`config.mk`:
```
export PLATFORM = sky130hd
export DESIGN_NAME = hpfc_ram
export DESIGN_NICKNAME = d
export VERILOG_FILES = /design/src/rtl/core/hpfc_ram.sv
export SDC_FILE = /design/constraint.sdc
export NUM_CORES = 1
export LEC_CHECK = 0
export BUFFER_PORTS_ARGS = -buffer_cell sky130_fd_sc_hd__buf_2
export CORE_MARGIN = 5
export CORE_UTILIZATION = 43
export DETAILED_ROUTE_END_ITERATION = 6
export PLACE_DENSITY = 0.65
export SYNTH_ARGS = -nofsm -noshare
export SYNTH_HDL_FRONTEND = slang
export SYNTH_SLANG_ARGS = --single-unit
```
`constraint.sdc`:
```
create_clock -name clk -period 3.27 [get_ports clk]
set_input_delay 0.327 -clock clk [delete_from_list [all_inputs] [get_ports clk]]
set_output_delay 0.327 -clock clk [all_outputs]
set_load 0.01 [all_outputs]
```
`src/rtl/core/hpfc_ram.sv`:
```
// hpfc_ram: generic simple dual-port ram, one write and one registered read port
// no dependencies

module hpfc_ram #(
  parameter int unsigned WIDTH = 32,
  parameter int unsigned DEPTH = 16
) (
  input  logic                     clk,
  input  logic                     we,
  input  logic [$clog2(DEPTH)-1:0] waddr,
  input  logic [WIDTH-1:0]         wdata,
  input  logic                     re,
  input  logic [$clog2(DEPTH)-1:0] raddr,
  output logic [WIDTH-1:0]         rdata
);

  logic [WIDTH-1:0] mem [DEPTH];

  always_ff @(posedge clk) begin
    if (we) begin
      mem[waddr] <= wdata;
    end
    if (re) begin
      rdata <= mem[raddr];
    end
  end

endmodule

```
==> impl_metrics.toml <==
[setup_path]
critPathSlowestCell = "mux4_2"
endpoint = "rdata[27]"
path_depth = 5
r2r_start = "mem[3][5]"
crit_family = "buffers and inverters"
max_stage_delay_ns = 0.54
cp_max_fo = 34
crit_path_start_kind = "input port"
crit_type = "input port to flop"
r2r_cells = 3
crit_start = "raddr[0]"
worstPathRequired_ns = 3.57
endpoint_kind = "flop"
crit_chain = "clkbuf_8, buf_12, mux4_2, a22oi_1, nand2_1"
r2r_slack_ns = 1.72
cp.arrival_ns = 1.97
rr_endpoint = "rdata[5]"
crit_buf_inv = 2

[power]
swShare_pct = 20.3
clock_power_share_pct = 40.9
power.share.sequential_pct = 54.4
power_density_mw_per_mm2 = 624
power_frac_comb_pct = 4.7
total_power_mw = 14.5
ir_drop_v = 0.000397
power.internal_mw = 11.6
power_leakage_nw = 7.40
power.switching_mw = 2.95

[clock_tree]
ctsHoldBuffers = 0
cts_setup_buffers = 0
worstSkewPairLatency_ns = 0.58
clkSinkCount = 544
cts_resized = 0
cts_htree_levels = 2
cts-root-buf = "clkbuf_16"
cts_tree = "yes"
cts_buffers = 52
cts.path.max_buffers = 3
cts.clk_slew.worst_paths_ns = 0.06

[place]
place.gp.congestion = 0.692
post-dp-hpwl_um = 21600
place.port_buffers = 74
place_inst = 1509
dp_slack_ns = 0.967

[timing]
worst_slew_pin_slew_ns = 0.782
final.setup.worst_slack_ns = 1.61
max_freq_mhz = 602
min_period_ns = 1.66
maxSlewViolCount = 0
finalHoldViolCount = 0
finalClockSkew_ns = 0.0178
finalCritPeriodShare_pct = 50.8
rsz0062_at_grt = "false"
tns_ns = 0
relSlewSlack_pct = 47.9
setup_viol = 0

[min_path]
hold_depth = 1
min_path_type = "input port to flop"

[yosys]
yosysWarnings = 0
yosysSeqAreaShare_pct = 81.0
ys_ff_latch = 544
ys_types = 17
synth_nets = 881
avgSynthCellArea_um2 = 24.1
synth_area_mm2 = 0.0202
syn_inst = 838

[finish]
syn2layout_area_growth_pct = 15.3
fillers = 3635
nets = 999
drive_gt1_share_pct = 33.1
final_core_util_pct = 50.1
final_cells = 1606

[floorplanning]
fp.dieH_um = 227
die_area_mm2 = 0.0513
start_util_pct = 43.4
die_w_um = 227
core_mm2 = 0.0465
num_rows = 79
boundaryPins = 75

[drt]
viasPerCell = 5.71
dr_total_vias = 9173
wl_met3_um = 3390
wl_um = 43000
drt-initial-drc-count = 984
routed.top_layer = "met5"
drc_errors = 0
drt-met1-wl_um = 18500
first_pass_iters = 5
route.detailed.wl_per_inst_um = 26.8
dr_wl_met2_um = 20500
detail-route-antenna-nets = 0

[global_routing]
grt-ovfl-total = 0
track_usage_pct = 17.0
grt_first_pass_wirelength_um = 63900
first_global_vias = 9610
grt_max_degree = 37
antenna_found_initial = 3

[outcome]
outcome = "finished, final reports clean"

[job]
drv_cap = 0
## power by group through the flow
| stage | Combinational [mW] | Sequential, mW | Clock, mW |
|---|---|---|---|
| 4_1_cts | 0.703 | 7.90 | 6.05 |
| 2_1_floorplan | 0.375 | 8.05 | 0 |
| 3_3_place_gp | 0.687 | 8.05 | 0 |
| 3_5_place_dp | 0.701 | 8.05 | 0 |
| 6_report | 0.690 | 7.90 | 5.93 |
| 5_1_grt | 0.750 | 7.91 | 6.36 |
## layout make-up
| type | count | area, µm² | share of cell area [%] |
|---|---|---|---|
| sequential | 544 | 16300 | 70.2 |
| multi-input combinational | 251 | 3760 | 16.1 |
| clock buffer | 62 | 1360 | 5.84 |
| tap | 607 | 759 | 3.26 |
| timing repair buffer | 107 | 729 | 3.13 |
| clock inverter | 34 | 327 | 1.40 |
| antenna | 1 | 2.50 | 0.0108 |
## through the flow
stage	hold WS [ns]	cell area, µm²
after floorplan	0.426	20200
after global placement	0.697	21600
after detailed placement	0.713	21600
after CTS	0.0980	23300
after global routing	0.116	23300
final	0.122	23300
## worst min path at each step
stage / from / to / slack (ns)
global placement: wdata[11] / mem[6][11] / 0.70
CTS: wdata[20] / mem[0][20] / 0.1
global route: wdata[15] / mem[15][15] / 0.12
floorplan: wdata[0] / mem[0][0] / 0.43
detailed placement: wdata[15] / mem[1][15] / 0.71
finish: wdata[20] / mem[0][20] / 0.12
## placed cells by master, fill, tap and decap left out, drive strengths merged
master    count
nand2b        2
nand3b        2
mux4        128
clkinvlp      3
nor2b         2
or3b          1
clkinv       22
nand3         1
edfxtp      544
clkbuf       63
inv           3
nand2        33
buf         106
bufinv        6
a22oi        64
nor2         13
nor3          4
and2          1
diode         1
## logic make-up after synthesis
logic type	share of synthesized area, %
buffers and inverters	1.10
DFF	81.0
and+or+nand+nor	1.25
AOI/OAI and AO/OA	2.38
muxes	14.3
## routing by layer
layer / global-route usage (%) / vias up
met1: 25.6 / 4932
met4: 3.42 / 2
li1: - / 3849
met2: 26.3 / 344
met5: 0 / -
met3: 3.57 / 46
## registers in the layout (all words and copies together) (netlist names)
name,cells
rdata,32
mem,512
## synth_stat cells
master | count | area [µm²]
buf_2 | 4 | 20.0
or3b_2 | 1 | 8.76
nand2_1 | 33 | 124
nor3_1 | 4 | 20.0
buf_6 | 2 | 22.5
buf_1 | 9 | 33.8
nor2_1 | 13 | 48.8
nand2b_1 | 2 | 12.5
a22oi_1 | 64 | 480
buf_4 | 11 | 82.6
edfxtp_1 | 544 | 16300
nand3b_1 | 2 | 15.0
and2_1 | 1 | 6.26
clkbuf_1 | 17 | 63.8
nor2b_1 | 2 | 12.5
nand3_1 | 1 | 5.00
mux4_2 | 128 | 2880
Note: power is estimated with default switching activity, not from simulation.
